==> src/design/edsim_pkg.sv <==
// shared types and constants for the edit distance similarity unit
`timescale 1ns / 1ps
`default_nettype none

package edsim_pkg;

   localparam int KIND_W   = 2;
   localparam int CH_W     = 8;
   localparam int DIST_W   = 7;
   localparam int SIM_W    = 10;
   localparam int SIM_FULL = 1000;

   // request kinds
   localparam logic [KIND_W-1:0] KIND_LOAD   = 2'd0;
   localparam logic [KIND_W-1:0] KIND_CHAR   = 2'd1;
   localparam logic [KIND_W-1:0] KIND_FINISH = 2'd2;

   // operation carried by a token along the cell chain
   typedef enum logic [1:0] {
      OP_LOAD,
      OP_CHAR,
      OP_FIN
   } op_type;

   typedef struct packed {
      logic   vld;
      op_type op;
   } tok_ctl_type;

   typedef enum logic [1:0] {
      ST_RUN,
      ST_DRAIN,
      ST_DIV,
      ST_OUT
   } state_type;

endpackage

`default_nettype wire

==> src/design/edsim_div.sv <==
// restoring divider, one quotient bit per cycle, for the similarity score
`timescale 1ns / 1ps
`default_nettype none

module edsim_div #(
   parameter int NW    = 17,
   parameter int DEN_W = 7
) (
   input  wire logic                            clock,
   input  wire logic                            reset,
   input  wire logic                            start,
   input  wire logic [NW-1:0]                   num,
   input  wire logic [DEN_W-1:0]                den,
   output      logic                            done,
   output      logic [edsim_pkg::SIM_W-1:0]     quo
);
   import edsim_pkg::*;

   localparam int CW = $clog2(NW + 1);

   logic             busy_ff, busy_in;
   logic             done_ff, done_in;
   logic [CW-1:0]    cnt_ff, cnt_in;
   logic [DEN_W-1:0] rem_ff, rem_in;
   logic [DEN_W-1:0] den_ff, den_in;
   logic [NW-1:0]    quo_ff, quo_in;

   logic [DEN_W:0]   trial, diff;
   logic             fits;

   always_comb begin
      trial = {rem_ff, quo_ff[NW-1]};
      diff  = trial - {1'b0, den_ff};
      fits  = (trial >= {1'b0, den_ff});
   end

   always_comb begin
      busy_in = busy_ff;
      done_in = 1'b0;
      cnt_in  = cnt_ff;
      rem_in  = rem_ff;
      den_in  = den_ff;
      quo_in  = quo_ff;
      if (start) begin
         busy_in = 1'b1;
         cnt_in  = CW'(NW);
         rem_in  = '0;
         den_in  = den;
         quo_in  = num;
      end else if (busy_ff) begin
         rem_in = fits ? diff[DEN_W-1:0] : trial[DEN_W-1:0];
         quo_in = {quo_ff[NW-2:0], fits};
         cnt_in = cnt_ff - CW'(1);
         if (cnt_ff == CW'(1)) begin
            busy_in = 1'b0;
            done_in = 1'b1;
         end
      end
   end

   always_ff @(posedge clock) begin
      if (reset) begin
         busy_ff <= 1'b0;
         done_ff <= 1'b0;
         cnt_ff  <= '0;
      end else begin
         busy_ff <= busy_in;
         done_ff <= done_in;
         cnt_ff  <= cnt_in;
      end
   end

   always_ff @(posedge clock) begin
      rem_ff <= rem_in;
      den_ff <= den_in;
      quo_ff <= quo_in;
   end

   assign done = done_ff;
   assign quo  = quo_ff[SIM_W-1:0];

endmodule

`default_nettype wire

==> config.mk <==
export PLATFORM = sky130hd
export DESIGN_NAME = edsim_div
export DESIGN_NICKNAME = d
export VERILOG_FILES = /design/src/design/edsim_pkg.sv /design/src/design/edsim_div.sv
export SDC_FILE = /design/constraint.sdc
export NUM_CORES = 1
export LEC_CHECK = 0
export ABC_AREA = 1
export BUFFER_PORTS_ARGS = -buffer_cell sky130_fd_sc_hd__clkbuf_2
export CAP_MARGIN = 20
export CORE_ASPECT_RATIO = 1.75
export CORE_MARGIN = 2
export CORE_UTILIZATION = 45
export DETAILED_ROUTE_END_ITERATION = 8
export GPL_TIMING_DRIVEN = 0
export PLACE_DENSITY = 0.74
export SETUP_SLACK_MARGIN = 0.02
export SYNTH_ARGS = -nofsm -noshare
export SYNTH_HDL_FRONTEND = slang
export SYNTH_SLANG_ARGS = --single-unit
==> constraint.sdc <==
create_clock -name clock -period 1.7 [get_ports clock]
set_input_delay 0.085 -clock clock [delete_from_list [all_inputs] [get_ports clock]]
set_output_delay 0.085 -clock clock [all_outputs]
set_load 0.005 [all_outputs]
==> results of run 1 <==
kinds of logic (layout without fill, tap and decap cells):
kind of cell	Yosys count	count (layout)	synth area share, %
fa+ha+maj	10	10	6.397
simple gates	140	140	30.36
xor+xnor	3	3	1.268
compound gates	10	10	3.501
buf+inv	46	103	10.20
flops	38	38	48.28
worst max path at each step:
stage | endpoint | slack, ns | depth (start not counted)
floorplan | rem_ff[0] | 0.04 | 10
global placement | quo_ff[0] | -0.15 | 9
detailed placement | quo_ff[0] | -0.17 | 9
CTS | rem_ff[0] | -0.03 | 10
global route | rem_ff[5] | -0.1 | 11
finish | quo_ff[0] | 0.02 | 9
flip-flops by register name (all words and copies together), names as in the netlist:
register and flops:
quo_ff 17, den_ff 7, rem_ff 7, cnt_ff 5
busy_ff 1, done 1
synthesized netlist by cell type (all sizes together) (3+ instances only):
| library cell | instances |
|---|---|
| o21ai | 3 |
| nor2 | 13 |
| nand3b | 5 |
| nand3 | 19 |
| edfxtp | 24 |
| clkbuf | 3 |
| xor2 | 3 |
| inv | 32 |
| ha | 9 |
| nand2 | 97 |
| buf | 11 |
| dfxtp | 14 |
| a21oi | 3 |
cell type report:
| type | instances | area [sq um] | area share, % |
|---|---|---|---|
| sequential | 38 | 1001 | 38.10 |
| multi-input combinational | 163 | 910.9 | 34.67 |
| timing repair buffer | 49 | 307.8 | 11.71 |
| inverter | 32 | 120.1 | 4.571 |
| clock buffer | 6 | 93.84 | 3.571 |
| buffer | 14 | 91.34 | 3.476 |
| tap | 51 | 63.81 | 2.429 |
| clock inverter | 2 | 38.79 | 1.476 |
metrics by stage:
step / instances / hold slack (ns) / setup TNS [ns] / util [%]
4_1_cts: 352 / 0.04515 / -0.06441 / 58.75
2_1_floorplan: 247 / 0.1544 / 0 / -
3_5_place_dp: 335 / 0.2638 / -2.038 / 52.73
5_1_grt: 355 / 0.04880 / -0.5784 / 59.66
3_3_place_gp: 335 / 0.2620 / -1.743 / 52.73
6_report: 355 / 0.05498 / 0 / 59.66
critical path, stage by stage, from the launching register on:
cell	delay [ns]
edfxtp_1	0.38
ha_2	0.21
fa_2	0.35
inv_2	0.08
nand2_2	0.05
nand2_2	0.08
nand2_2	0.07
nand2_2	0.07
nand2_4	0.09
a31oi_4	0.15
metal layers:
layer  global-route usage (%)  vias up  part of all wire (%)
li1                         -      885                     -
met5                        0        -                     0
met2                    33.83       30                    57
met1                    17.46      763                    36
met4                    9.553        0                   3.5
met3                    2.479       13                   2.7
power groups by stage:
stage	Clock, mW	Sequential, mW	Combinational (mW)
after floorplan	0	1.12	0.283
after global placement	0	1.13	0.391
after detailed placement	0	1.13	0.398
after CTS	0.890	1.11	0.442
after global routing	0.919	1.12	0.516
final	0.861	1.11	0.457
what timing repair did:
item / CTS / global route
pin swaps: 7 / 9
setup endpoints to repair: 8 / 8
gates resized for setup: 12 / 1
buffers inserted: 1 / 3
hold buffers: 8 / 0
hold endpoints to repair: 8 / 0
==> flow_metrics.env, run 1 <==
export IMPL_worstPathArrival_ns=1.83
export IMPL_yosysTopAreaCell="edfxtp_1"
export IMPL_syn_inst=247
export IMPL_cts_buffer_depth=2
export IMPL_drc_errors=0
export IMPL_crit_path_start_kind="flop"
export IMPL_critPathLaunch="den_ff[0]"
export IMPL_fin_ws_ns=0.02101
export IMPL_clk_latency_ns=0.30
export IMPL_cp_max_fo=8
export IMPL_path_clk_slew_ns=0.08
export IMPL_placedInstanceArea_sq_um=2322
export IMPL_die_y_um=93.79
export IMPL_num_rows=32
export IMPL_p_per_area_nw_per_um2=922.7
export IMPL_wl_per_cell_um=11.90
export IMPL_drive_gt1_share_pct=26.64
export IMPL_regToRegEndpoint="quo_ff[0]"
export IMPL_crit_path_end_kind="flop"
export IMPL_clock_sinks=38
export IMPL_seq_area_frac_synth_pct=48.28
export IMPL_core_sq_um=4404
export IMPL_hold_viol_final=0
export IMPL_cts_inserted_buffers=5
export IMPL_layout_common_cells="nand2_1, clkbuf_2, inv_1, edfxtp_1"
export IMPL_syn_area_per_cell_sq_um=8.394
export IMPL_vias=1691
export IMPL_synthArstFlopShare_pct=0
export IMPL_dr_pass1_iters=4
export IMPL_required_ns=1.85
export IMPL_synth_edf_count=24
export IMPL_track_usage_pct=17.50
export IMPL_power_mw=2.424
export IMPL_syn_num_nets=284
export IMPL_hold_end="quo_ff[7]"
export IMPL_drv_cap=0
export IMPL_layout_commonest_cell="nand2_1"
export IMPL_vias_per_cell=4.763
export IMPL_p_leak_nw=1.342
export IMPL_grt_max_degree=20
export IMPL_worstRegToRegCells=9
export IMPL_hp_start="num[7]"
export IMPL_tightest_slew_ns=0.7367
export IMPL_slew_viol_final=0
export IMPL_clock_skew_ns=0.01232
export IMPL_num_io_pins=38
export IMPL_rsz0062_at_grt="true"
export IMPL_final_nets=340
export IMPL_io_buffers=37
export IMPL_die_width_um=55.31
export IMPL_ir_worst_vdd_mv=0.8935
export IMPL_p_int_mw=1.807
export IMPL_start_util_pct=47.07
export IMPL_ant_nets=0
export IMPL_grt_pass1_wl_um=7031
export IMPL_clock_tree_root_cell="clkbuf_8"
export IMPL_r2r_setup_slack_ns=0.02
export IMPL_pwr_share_comb_pct=18.8
export IMPL_holdCritPathClass="primary input to flop"
export IMPL_switchingPower_mw=0.6178
export IMPL_syn_cell_area_sq_um=2073
export IMPL_p_seq_share_pct=45.6
export IMPL_antenna_found_initial=0
export IMPL_clkPwrFrac_pct=35.5
export IMPL_fin_area_sq_um=2628
export IMPL_synth_flop_cell="edfxtp_1"
export IMPL_synth_area_leaders="edfxtp_1, nand2_1, dfxtp_1, inv_1, ha_1"
export IMPL_setup_viol=0
export IMPL_hpwl_um=3163
export IMPL_gp_congestion=0.8591
export IMPL_post_route_period_util_pct=98.76
export IMPL_die_area_sq_um=5188
export IMPL_status="complete, no violations"
export IMPL_grt_overflow=0
export IMPL_relSlewSlack_pct=50.83
export IMPL_antenna_cells=0
export IMPL_grt_pass1_vias=1676
export IMPL_r2r_start="den_ff[0]"
export IMPL_yosysWarningCount=0
export IMPL_hold_path_depth=3
export IMPL_max_freq_ghz=0.5956
export IMPL_syn2layout_area_growth_pct=26.74
export IMPL_dp_slack_ns=-0.1678
export IMPL_period_needed_ns=1.679
export IMPL_synth_cell_types=30
export IMPL_htree_levels=2
export IMPL_cts_tree="done"
export IMPL_critPathKind="flop to flop"
export IMPL_nFillCells=410
export IMPL_routed_wl_um=4223
export IMPL_synth_top_area_share_pct=34.76
export IMPL_synth_seq_cells=38
export IMPL_drt_iter0_markers=28
export IMPL_swShare_pct=25.48
Note: power is estimated with default switching activity, not from simulation.
==> run 2: changes to the inputs <==
--- a/config.mk
+++ b/config.mk
@@ -8,7 +8,7 @@
 export ABC_AREA = 1
 export BUFFER_PORTS_ARGS = -buffer_cell sky130_fd_sc_hd__clkbuf_2
 export CAP_MARGIN = 20
-export CORE_ASPECT_RATIO = 1.75
+export CORE_ASPECT_RATIO = 0.5
 export CORE_MARGIN = 2
 export CORE_UTILIZATION = 45
 export DETAILED_ROUTE_END_ITERATION = 8
==> run 2 against run 1 <==
  * The run now ends with negative setup slack left
  * Critical path depth did not move
  * Global-route usage fell by 0.16 points
  * Core utilization down 1.3 points
  * Final area shrank 1.8%
  * Sequential share of layout area rose by 0.70 points
  * Power fell by 11%
  * Sequential power is essentially flat
  * Cell count rose by 1.7%
  * Critical endpoint unchanged
  * Largest power group unchanged
==> flow_metrics.env, run 2 (synthesis gave the netlist of run 1 again) <==
export IMPL_slew_viol_final=0
export IMPL_swShare_pct=27.96
export IMPL_cts_buffer_depth=2
export IMPL_clock_skew_ns=0.01163
export IMPL_tightest_slew_ns=0.7405
export IMPL_drt_iter0_markers=56
export IMPL_io_buffers=37
export IMPL_critPathKind="flop to flop"
export IMPL_clk_latency_ns=0.29
export IMPL_grt_pass1_vias=1686
export IMPL_busiest_layer="met2"
export IMPL_clkPwrFrac_pct=27.8
export IMPL_p_leak_nw=1.313
export IMPL_layout_commonest_cell="nand2_1"
export IMPL_top_register="quo_ff"
export IMPL_critPathLaunch="den_ff[0]"
export IMPL_fin_ws_ns=-0.02615
export IMPL_max_freq_ghz=0.5793
export IMPL_ir_worst_vdd_mv=0.4416
export IMPL_cp_max_fo=8
export IMPL_use_met2_pct=31.53
export IMPL_period_needed_ns=1.726
export IMPL_num_rows=17
export IMPL_hpwl_um=3035
export IMPL_clock_sinks=38
export IMPL_grt_max_degree=20
export IMPL_status="complete, but fails checks"
export IMPL_cts_inserted_buffers=5
export IMPL_drv_cap=0
export IMPL_drc_errors=0
export IMPL_p_int_mw=1.559
export IMPL_grtUsageMet3_pct=3.763
export IMPL_ant_nets=0
export IMPL_hp_start="num[16]"
export IMPL_p_seq_share_pct=51.2
export IMPL_r2r_start="den_ff[0]"
export IMPL_track_usage_pct=17.34
export IMPL_grt_overflow=0
export IMPL_gp_congestion=0.8633
export IMPL_nFillCells=413
export IMPL_r2r_setup_slack_ns=-0.03
export IMPL_violations="negative setup slack"
export IMPL_seqCellArea_sq_um=1001
export IMPL_vias=1743
export IMPL_core_sq_um=4424
export IMPL_clock_tree_root_cell="clkbuf_8"
export IMPL_worstPathArrival_ns=1.87
export IMPL_final_cells=361
export IMPL_final_nets=340
export IMPL_path_clk_slew_ns=0.08
export IMPL_use_met1_pct=20.52
export IMPL_required_ns=1.85
export IMPL_die_area_sq_um=5199
export IMPL_htree_levels=2
export IMPL_post_route_period_util_pct=101.5
export IMPL_rsz0062_at_grt="true"
export IMPL_antenna_cells=0
export IMPL_grt_pass1_wl_um=6989
export IMPL_relSlewSlack_pct=50.58
export IMPL_holdCritPathClass="primary input to flop"
export IMPL_vias_per_cell=4.828
export IMPL_p_per_area_nw_per_um2=838.7
export IMPL_die_y_um=52.00
export IMPL_routed_wl_um=4175
export IMPL_num_io_pins=38
export IMPL_multiInputGateArea_sq_um=918.4
export IMPL_largest_reg_flops=17
export IMPL_antenna_found_initial=0
export IMPL_pwr_share_comb_pct=21.0
export IMPL_hold_viol_final=0
export IMPL_wl_per_cell_um=11.57
export IMPL_crit_path_start_kind="flop"
export IMPL_dr_pass1_iters=4
export IMPL_crit_path_end_kind="flop"
export IMPL_switchingPower_mw=0.6049
export IMPL_die_width_um=99.99
export IMPL_power_mw=2.164
export IMPL_largestRegisters="quo_ff x17, den_ff x7, rem_ff x7"
export IMPL_setup_viol=1
export IMPL_cts_tree="done"
export IMPL_syn2layout_area_growth_pct=24.44
export IMPL_drive_gt1_share_pct=27.30
export IMPL_layout_common_cells="nand2_1, clkbuf_2, inv_1, edfxtp_1"
export IMPL_start_util_pct=46.86
export IMPL_dp_cells=341
## run 2: cell types whose count changed in the layout (fill, tap and decap cells not counted), sizes merged
cell / previous run / this run
clkinv: 1 / 2
bufinv: 1 / 0
## run 2: final timing paths
| path | to | cells after the start |
|---|---|---|
| max | quo_ff[0] | 9 |
| min | quo_ff[16] | 3 |
| max reg2reg | quo_ff[0] | 9 |
| min reg2reg | cnt_ff[4] | 2 |
## run 2: layer usage
metal  wire, um  vias up
met5          0        -
met4         33        0
met3        125        4
li1           -      886
met2       2129       31
met1       1887      822
## run 2: final cells by class
type | instances | share of cell area (%)
clock inverters | 2 | 0.3880
repair buffers | 49 | 11.45
multi-input cells | 163 | 35.60
inverters | 32 | 4.656
plain buffers | 14 | 3.540
well taps | 57 | 2.764
flip-flops and latches | 38 | 38.80
clock buffers | 6 | 2.813
## run 2: critical path: stages, from the launching register on
cell	delay, ns
edfxtp_1	0.38
ha_2	0.21
fa_2	0.35
inv_2	0.07
nand2_2	0.05
nand2_2	0.08
nand2_2	0.07
nand2_2	0.08
nand2_4	0.09
a31oi_4	0.19
## run 2: per-stage QoR
stage               worst slack, ns  hold WS [ns]  cell area (sq um)   TNS, ns  utilization, %
floorplan                   0.03519        0.1544               2073         0               -
finish                     -0.02615       0.06380               2580  -0.02615           58.31
detailed placement          -0.1691        0.2636               2330    -1.686           52.66
global route                -0.1204       0.06443               2580   -0.7922           58.31
global placement            -0.1460        0.2602               2330    -1.333           52.66
CTS                        -0.05417       0.05785               2542   -0.1577           57.47
## run 2: power by group through the flow
stage / Sequential [mW] / Combinational (mW) / Clock [mW]
after CTS: 1.11 / 0.443 / 0.613
after floorplan: 1.12 / 0.283 / 0
after global placement: 1.13 / 0.385 / 0
after detailed placement: 1.13 / 0.400 / 0
after global routing: 1.12 / 0.508 / 0.645
final: 1.11 / 0.454 / 0.601
## run 2: repair_timing
| item | 4_1_cts | 5_1_grt |
|---|---|---|
| hold buffers | 8 | 0 |
| buffers inserted | 1 | 3 |
| pin swaps | 9 | 4 |
| endpoints found under the setup margin | 8 | 8 |
| gates resized for setup | 13 | 2 |
| hold endpoints to repair | 8 | 0 |
