[config.mk]
export PLATFORM = sky130hd
export DESIGN_NAME = edsim_cell
export DESIGN_NICKNAME = d
export VERILOG_FILES = /design/src/design/edsim_pkg.sv /design/src/design/edsim_cell.sv
export SDC_FILE = /design/constraint.sdc
export NUM_CORES = 1
export LEC_CHECK = 0
export BUFFER_PORTS_ARGS = -buffer_cell sky130_fd_sc_hd__buf_2
export CAP_MARGIN = 20
export CORE_AREA = 2 2 91 93
export CTS_BUF_LIST = sky130_fd_sc_hd__clkbuf_2 sky130_fd_sc_hd__clkbuf_4 sky130_fd_sc_hd__clkbuf_8
export DETAILED_ROUTE_END_ITERATION = 10
export DIE_AREA = 0 0 93 95
export PLACE_DENSITY = 0.48
export SYNTH_ARGS = -nofsm -noshare
export SYNTH_HDL_FRONTEND = slang
export SYNTH_SLANG_ARGS = --single-unit
[constraint.sdc]
create_clock -name clock -period 5.4 [get_ports clock]
set_input_delay 0.27 -clock clock [delete_from_list [all_inputs] [get_ports clock]]
set_output_delay 0.27 -clock clock [all_outputs]
set_load 0.01 [all_outputs]
[src/design/edsim_pkg.sv]
// shared types and constants for the edit distance similarity unit
`timescale 1ns / 1ps
`default_nettype none

package edsim_pkg;

   localparam int KIND_W   = 2;
   localparam int CH_W     = 8;
   localparam int DIST_W   = 7;
   localparam int SIM_W    = 10;
   localparam int SIM_FULL = 1000;

   // request kinds
   localparam logic [KIND_W-1:0] KIND_LOAD   = 2'd0;
   localparam logic [KIND_W-1:0] KIND_CHAR   = 2'd1;
   localparam logic [KIND_W-1:0] KIND_FINISH = 2'd2;

   // operation carried by a token along the cell chain
   typedef enum logic [1:0] {
      OP_LOAD,
      OP_CHAR,
      OP_FIN
   } op_type;

   typedef struct packed {
      logic   vld;
      op_type op;
   } tok_ctl_type;

   typedef enum logic [1:0] {
      ST_RUN,
      ST_DRAIN,
      ST_DIV,
      ST_OUT
   } state_type;

endpackage

`default_nettype wire

[src/design/edsim_cell.sv]
// one cell of the edit distance chain: one stored character and one row entry
`timescale 1ns / 1ps
`default_nettype none

module edsim_cell #(
   parameter int DW    = 7,
   parameter int INDEX = 1
) (
   input  wire logic                   clock,
   input  wire logic                   reset,
   input  wire edsim_pkg::tok_ctl_type up_ctl,
   input  wire logic [edsim_pkg::CH_W-1:0] up_ch,
   input  wire logic [DW-1:0]          up_left,
   input  wire logic [DW-1:0]          up_diag,
   output      edsim_pkg::tok_ctl_type dn_ctl,
   output      logic [edsim_pkg::CH_W-1:0] dn_ch,
   output      logic [DW-1:0]          dn_left,
   output      logic [DW-1:0]          dn_diag
);
   import edsim_pkg::*;

   logic            valid_ff, valid_in;
   logic [CH_W-1:0] char_ff, char_in;
   logic [DW-1:0]   dp_ff, dp_in;

   tok_ctl_type     dn_ctl_ff, dn_ctl_in;
   logic [CH_W-1:0] dn_ch_ff, dn_ch_in;
   logic [DW-1:0]   dn_left_ff, dn_left_in;
   logic [DW-1:0]   dn_diag_ff, dn_diag_in;

   logic            cost;
   logic [DW:0]     up_inc, left_inc, diag_cost, min_a, best;

   // min of deletion, insertion and substitution
   always_comb begin
      cost      = (char_ff != up_ch);
      up_inc    = {1'b0, dp_ff} + (DW+1)'(1);
      left_inc  = {1'b0, up_left} + (DW+1)'(1);
      diag_cost = {1'b0, up_diag} + {{DW{1'b0}}, cost};
      min_a     = (up_inc < left_inc) ? up_inc : left_inc;
      best      = (min_a < diag_cost) ? min_a : diag_cost;
   end

   always_comb begin
      valid_in   = valid_ff;
      char_in    = char_ff;
      dp_in      = dp_ff;
      dn_ctl_in  = up_ctl;
      dn_ch_in   = up_ch;
      dn_left_in = up_left;
      dn_diag_in = up_diag;
      if (up_ctl.vld) begin
         case (up_ctl.op)
            OP_LOAD: begin
               // first empty cell takes the character and consumes the token
               if (!valid_ff) begin
                  valid_in      = 1'b1;
                  char_in       = up_ch;
                  dn_ctl_in.vld = 1'b0;
               end
            end
            OP_CHAR: begin
               if (valid_ff) begin
                  dp_in      = best[DW-1:0];
                  dn_left_in = best[DW-1:0];
                  dn_diag_in = dp_ff;
               end
            end
            OP_FIN: begin
               // last occupied cell leaves its entry as the distance
               if (valid_ff) begin
                  dn_left_in = dp_ff;
               end
               valid_in = 1'b0;
               dp_in    = DW'(INDEX);
            end
            default: begin
            end
         endcase
      end
   end

   always_ff @(posedge clock) begin
      if (reset) begin
         valid_ff  <= 1'b0;
         dp_ff     <= DW'(INDEX);
         dn_ctl_ff <= '0;
      end else begin
         valid_ff  <= valid_in;
         dp_ff     <= dp_in;
         dn_ctl_ff <= dn_ctl_in;
      end
   end

   always_ff @(posedge clock) begin
      char_ff    <= char_in;
      dn_ch_ff   <= dn_ch_in;
      dn_left_ff <= dn_left_in;
      dn_diag_ff <= dn_diag_in;
   end

   assign dn_ctl  = dn_ctl_ff;
   assign dn_ch   = dn_ch_ff;
   assign dn_left = dn_left_ff;
   assign dn_diag = dn_diag_ff;

endmodule

`default_nettype wire

==> flow_summary.json, run 1 <==
{
  "critPathCaptureType": "flop",
  "initialDrtViolationCount": 101,
  "synth.ff_latch_count": 41,
  "final_max_slew_viol_count": 0,
  "count_of_antenna_diodes_in_the_layout": 0,
  "layout-area-overhead-vs-synth_pct": 19.2,
  "detailedPlacementHpwl_um": 4410,
  "antenna_violating_nets_post_route": 0,
  "max_freq_ghz": 0.219,
  "portBuffers": 51,
  "final-setup-viol-count": 0,
  "tightest_slew_ns": 0.722,
  "area_leader_netlist": "dfxtp_1",
  "worstSetupStartpoint": "dp_ff[0]",
  "ir_drop_uv": 97.2,
  "worstPathRequired_ns": 5.59,
  "sequential_area_share_after_synthesis": 0.390,
  "synthesis.instances": 230,
  "critical_path.startpoint_type": "flop",
  "yosys.cell_types.count": 42,
  "vias_per_cell": 4.85,
  "status": "complete, no violations",
  "final.fill_count": 858,
  "sequential_cell_area_um2": 901,
  "grt_pass1_wl_um": 8780,
  "edff_count_synth": 8,
  "post-layout-total-power_w": 0.000631,
  "placed_cell_area_um2": 2670,
  "die_h_um": 95,
  "dp_cells": 381,
  "fin_nets": 331,
  "dieArea_um2": 8840,
  "most_used_dff_post_synth": "dfxtp_1",
  "synth.area.top_cells": "dfxtp_1 (29%), ha_1 (11%), edfxtp_1 (10%)",
  "post-route-period-util": 0.845,
  "core.rowCount": 33,
  "synth.top_cell.area_share": 0.286,
  "via_count_of_the_first_global_routing_pass": 1729,
  "area_taken_by_multi_input_logic_gates_um2": 1320,
  "holdCritStartpoint": "up_ch[2]",
  "finalCriticalPeriod_ns": 4.56,
  "synth_warnings": 0,
  "die_width_um": 93,
  "synthArstFlopShare": 0,
  "worst_skew_pair_latency_ns": 0.29,
  "post_cts.repair.setup_buffers": 0,
  "layoutNonFillerInstCount": 389,
  "grt_setup_unrepaired": "false",
  "post_drt_wl_per_cell_um": 14.3,
  "critical_path.max_fanout": 13,
  "hold_buffers": 0,
  "floorplan.io_pins": 52,
  "antenna_found_initial": 0,
  "hold_path_class": "input port to flop",
  "grt_start_max_net_pins": 14,
  "power_leakage_nw": 1.28,
  "detailed_route_wire_length_um": 5570,
  "dr_total_vias": 1887,
  "fin_worst_skew_ns": 0.00644,
  "power_per_cell_area_nw_per_um2": 229,
  "drt_drc": 0,
  "timing.max_cap.violations": 0,
  "rr_startpoint": "dp_ff[0]",
  "layout.cell_area.non_filler_um2": 2750,
  "gr-total-overflow": 0,
  "number_of_buffers_created_by_cts": 5,
  "criticalPathCategory": "flop to flop",
  "gpl.final_weighted_congestion": 0.835,
  "timing.slew.headroom": 0.506,
  "drt_first_pass_iters": 4,
  "timing.setup.tns_ns": 0,
  "synth_fp_nets": 278,
  "tritoncts": "done",
  "gr-usage-all-layers": 0.128,
  "drive_gt1_frac": 0.261,
  "number_of_hold_slack_violations_in_the_final_timing_report": 0,
  "critPathArrivalTime_ns": 4.75,
  "post_synthesis_instance_area_um2": 2310,
  "final_core_occ": 0.347,
  "cts_buffer_depth": 2,
  "postCtsResizedCells": 0,
  "cts_sinks": 41,
  "worst_setup_hold_path_clk_slew_ns": 0.08,
  "fp.coreArea_um2": 7930,
  "floorplan.initialDensity": 0.291,
  "root_buffer": "clkbuf_8",
  "avgSynthCellArea_um2": 10.0,
  "htree_levels": 2
}
-- logic make-up after synthesis --
logic type / after synthesis / share of synthesized area
flops: 41 / 0.390
fa+ha+maj: 21 / 0.114
compound gates: 48 / 0.166
simple gates: 61 / 0.129
xor+xnor: 23 / 0.0872
buf+inv: 20 / 0.0390
mux: 16 / 0.0742
-- flip-flops by register name, indices dropped and copies added, names as in the netlist --
register,cells
dn_ctl,3
dp_ff,7
dn_diag,7
dn_ch,8
valid_ff,1
dn_left,7
char_ff,8
-- critical path, stage by stage (launching register included) --
cell,delay [ns]
dfxtp_1,0.48
ha_1,0.23
nand3_1,0.12
nor2_1,0.16
xnor2_1,0.15
inv_1,0.06
ha_1,0.33
a41oi_1,0.16
o21ai_0,0.18
a31oi_4,0.42
mux2i_1,0.39
ha_1,0.29
o21ai_0,0.22
a211oi_1,0.17
nor4_1,0.33
mux2i_1,0.13
buf_4,0.20
a21o_2,0.22
a31o_2,0.23
-- area by class of cell --
| type | count | area share |
|---|---|---|
| repair buffers | 52 | 0.0955 |
| clock buffers | 5 | 0.0250 |
| well taps | 105 | 0.0477 |
| multi-input cells | 169 | 0.479 |
| clock inverters | 3 | 0.00636 |
| flip-flops and latches | 41 | 0.327 |
| inverters | 14 | 0.0191 |
-- metal layers --
layer	GRT usage	wire length (um)	vias up
met1	0.185	2830	865
met3	0.0279	293	10
met2	0.188	2360	57
li1	-	-	955
met4	0.0429	85	0
met5	0	0	-
-- cells in the mapped netlist, types with 2 or more instances --
cell type and number:
dfxtp_1 33, ha_1 21, nand3_1 20, xor2_1 15, inv_1 14, nand2_1 12, nor2_1 12, edfxtp_1 8
mux2_2 8, xnor2_1 8, mux2i_1 7, o21ai_0 7, a21oi_1 5, a22o_1 5, a32o_1 5, a211oi_1 4
a31o_1 4, nor4_1 4, a21o_2 3, clkbuf_1 3, nand4_1 3, a2111o_1 2, a21o_1 2, a22oi_1 2
buf_6 2, nor2b_1 2, nor3_1 2, o211ai_1 2, o31ai_1 2
-- cell usage in the layout (no fill, tap or decap), types with 4 or more instances in the layout --
master / synthesis / layout
a32o_1: 5 / 5
a211oi_1: 4 / 4
xnor2_1: 8 / 8
a21oi_1: 5 / 5
nor4_1: 4 / 4
a22o_1: 5 / 5
xor2_1: 15 / 15
mux2_2: 8 / 8
mux2i_1: 7 / 7
dfxtp_1: 33 / 33
edfxtp_1: 8 / 8
inv_1: 14 / 14
nor2_1: 12 / 12
ha_1: 21 / 21
clkbuf_8: 0 / 5
nand2_1: 12 / 12
buf_2: 0 / 51
o21ai_0: 7 / 7
nand3_1: 20 / 20
a31o_1: 4 / 4
-- power breakdown --
group	leakage, nW	internal (W)	total (W)	switching (W)
registers	0.348	0.000326	0.000331	0.00000490
logic	0.883	0.0000451	0.000105	0.0000596
clock network	0.0439	0.0000892	0.000195	0.000106
total	1.28	0.000460	0.000631	0.000170
-- path summary, 6_finish.rpt --
kind                endpoint  slack [ns]  cells after the start
hold / removal      dn_ch[2]        0.11                      1
setup / recovery  dn_left[2]        0.84                     18
setup reg to reg  dn_left[2]        0.84                     18
hold reg to reg     dp_ff[1]        0.56                      2
-- per-stage QoR --
step / worst slack, ns / hold WS [ns]
2_1_floorplan: 1.43 / 0.298
3_3_place_gp: 0.935 / 0.415
3_5_place_dp: 0.848 / 0.415
4_1_cts: 0.815 / 0.107
5_1_grt: 0.429 / 0.0960
6_report: 0.840 / 0.111
Power figures use the tool's default switching activity.
==> run 2, diff against run 1 <==
Settings changed: ABC_AREA set to 1, CORE_AREA 2 2 91 93 to 2 2 93 95, DIE_AREA 0 0 93 95 to 0 0 95 97, PLACE_DENSITY 0.48 to 0.49.
Clock period 5.4 ns to 3.8 ns, I/O delays scaled along.
==> flow_summary.json, run 2 <==
{
  "post_synthesis_instance_area_um2": 2410,
  "die_h_um": 97,
  "post-route-period-util": 0.892,
  "dr_total_vias": 2149,
  "antenna_found_initial": 0,
  "root_buffer": "clkbuf_8",
  "synthArstFlopShare": 0,
  "final-setup-viol-count": 0,
  "most_used_dff_post_synth": "dfxtp_1",
  "count_of_antenna_diodes_in_the_layout": 0,
  "gr-usage-all-layers": 0.145,
  "core.rowCount": 33,
  "floorplan.io_pins": 52,
  "worst_skew_pair_latency_ns": 0.30,
  "synth.area.top_cells": "dfxtp_1 (27%), ha_1 (11%), nand2_1 (10%)",
  "mostFrequentLayoutCell": "nand2_1",
  "hold_path_class": "input port to flop",
  "timing.max_cap.violations": 0,
  "fin_nets": 416,
  "drive_gt1_frac": 0.217,
  "critical_path.max_fanout": 9,
  "critPathArrivalTime_ns": 3.62,
  "final_core_occ": 0.361,
  "netSwitchingPower_w": 0.000275,
  "fin_worst_skew_ns": 0.0111,
  "grt_pass1_wl_um": 10400,
  "yosysMostFrequentCell": "nand2_1",
  "ys_top_cells_by_count": "nand2_1 (66), inv_1 (39), dfxtp_1 (33), nand3_1 (27), a21oi_1 (22)",
  "antenna_violating_nets_post_route": 0,
  "avgSynthCellArea_um2": 7.74,
  "power_per_cell_area_nw_per_um2": 364,
  "status": "complete, no violations",
  "layout-area-overhead-vs-synth_pct": 22.0,
  "layout.cells.most_common_list": "nand2_1 (66), buf_2 (52), inv_1 (39), dfxtp_1 (31), nand3_1 (27)",
  "die_width_um": 95,
  "worstPathRequired_ns": 4.03,
  "synthesis.instances": 311,
  "finalCriticalPeriod_ns": 3.39,
  "grt.met1_usage": 0.214,
  "power_leakage_nw": 1.40,
  "tritoncts": "done",
  "synth.top_cell.area_share": 0.274,
  "synth_warnings": 0,
  "global_route.peak_usage_layer": "met2",
  "combPwrFrac": 0.157,
  "final_max_slew_viol_count": 0,
  "detailed_route_wire_length_um": 6310,
  "synth_fp_nets": 359,
  "vias_per_cell": 4.53,
  "synth.ff_latch_count": 41,
  "post_drt_wl_per_cell_um": 13.3,
  "timing.slew.headroom": 0.569,
  "tightest_slew_ns": 0.643,
  "share_seq_of_total_power": 0.446,
  "sequential_area_share_after_synthesis": 0.374,
  "edff_count_synth": 8,
  "max_freq_ghz": 0.295,
  "met2_layer_usage_reported_by_global_route": 0.221,
  "critical_path.startpoint_type": "flop",
  "critPathCaptureType": "flop",
  "timing.setup.tns_ns": 0,
  "floorplan.initialDensity": 0.296,
  "portBuffers": 51,
  "ir_drop_uv": 131,
  "gr-total-overflow": 0,
  "dieArea_um2": 9220,
  "drt_first_pass_iters": 4,
  "power.internal_w": 0.000795,
  "htree_levels": 2,
  "switching_share": 0.257,
  "area_leader_netlist": "dfxtp_1",
  "initialDrtViolationCount": 124,
  "cts_sinks": 41,
  "final.fill_count": 883,
  "via_count_of_the_first_global_routing_pass": 2128,
  "timing.hold.ws_ns": 0.0333,
  "fp.coreArea_um2": 8130,
  "worst_setup_hold_path_clk_slew_ns": 0.09,
  "share_clk_of_total_power": 0.398,
  "gpl.final_weighted_congestion": 0.877,
  "cts_buffer_depth": 2,
  "number_of_buffers_created_by_cts": 5,
  "grtUsageMet3": 0.0234,
  "grt_start_max_net_pins": 20,
  "criticalPathCategory": "flop to flop",
  "detailedPlacementHpwl_um": 5090,
  "drt_drc": 0,
  "grt_setup_unrepaired": "false",
  "number_of_hold_slack_violations_in_the_final_timing_report": 0,
  "yosys.cell_types.count": 29
}
-- run 2: kinds of logic after synthesis --
group | after synthesis | share of synthesized area
xor gates and xnor gates | 22 | 0.0800
DFF | 41 | 0.374
adders and majority gates | 21 | 0.109
buffers and inverters | 46 | 0.0748
AOI/OAI and AO/OA | 52 | 0.123
and+or+nand+nor | 129 | 0.239
-- run 2: worst max-delay path, stage by stage, from the launching register on --
cell      delay [ns]
dfxtp_1         0.44
inv_1           0.12
nor4_2          0.38
ha_1            0.30
nand2_1         0.07
inv_1           0.03
nor2_1          0.09
o21a_1          0.20
nand2_4         0.09
inv_2           0.11
nand2_1         0.06
o21ai_1         0.11
ha_1            0.27
a21oi_1         0.15
nor2_1          0.08
a211oi_4        0.19
buf_4           0.19
nand2_4         0.09
nand2_1         0.09
nand3_1         0.11
a21oi_1         0.16
-- run 2: area by class of cell --
| cell class | count | area (um2) | area share |
|---|---|---|---|
| Multi-Input combinational cell | 224 | 1330 | 0.454 |
| Sequential cell | 41 | 903 | 0.307 |
| Timing Repair Buffer | 54 | 275 | 0.0937 |
| Inverter | 42 | 158 | 0.0536 |
| Tap cell | 105 | 131 | 0.0447 |
| Clock buffer | 5 | 68.8 | 0.0234 |
| Clock inverter | 3 | 68.8 | 0.0234 |
-- run 2: final timing paths --
| path | endpoint | slack [ns] | start | depth (start not counted) |
|---|---|---|---|---|
| worst max register to register | dn_left[5] | 0.41 | dp_ff[5] | 20 |
| worst min-delay path | dn_ch[0] | 0.03 | up_ch[0] | 1 |
| worst min register to register | dp_ff[6] | 0.50 | dp_ff[6] | 2 |
| worst max-delay path | dn_left[5] | 0.41 | dp_ff[5] | 20 |
-- run 2: metrics by stage --
stage / total power [W] / instance area [um2] / std cells / worst slack (ns)
CTS: 0.00108 / 2920 / 472 / 0.247
global placement: 0.000654 / 2780 / 464 / 0.261
detailed placement: 0.000652 / 2780 / 464 / 0.297
finish: 0.00107 / 2940 / 474 / 0.412
global route: 0.00112 / 2940 / 474 / 0.0366
floorplan: 0.000585 / 2410 / 311 / 0.759
-- run 2: power groups by stage --
| stage | sequential (W) | combinational, W | clock, W |
|---|---|---|---|
| floorplan | 0.000494 | 0.0000919 | 0 |
| global placement | 0.000487 | 0.000166 | 0 |
| detailed placement | 0.000486 | 0.000166 | 0 |
| CTS | 0.000476 | 0.000168 | 0.000435 |
| global route | 0.000480 | 0.000190 | 0.000455 |
| finish | 0.000477 | 0.000168 | 0.000425 |
-- run 2: what timing repair did --
| action | CTS | global route |
|---|---|---|
| gates resized for setup | 0 | 3 |
| hold buffers | 0 | 0 |
| setup endpoints to repair | 0 | 14 |
| setup buffers | 0 | 1 |
-- run 2: per-layer routing --
| metal | share of wire | vias to the layer above |
|---|---|---|
| li1 | - | 1129 |
| met5 | 0 | - |
| met3 | 0.049 | 4 |
| met1 | 0.51 | 954 |
| met4 | 0.0063 | 0 |
| met2 | 0.43 | 62 |
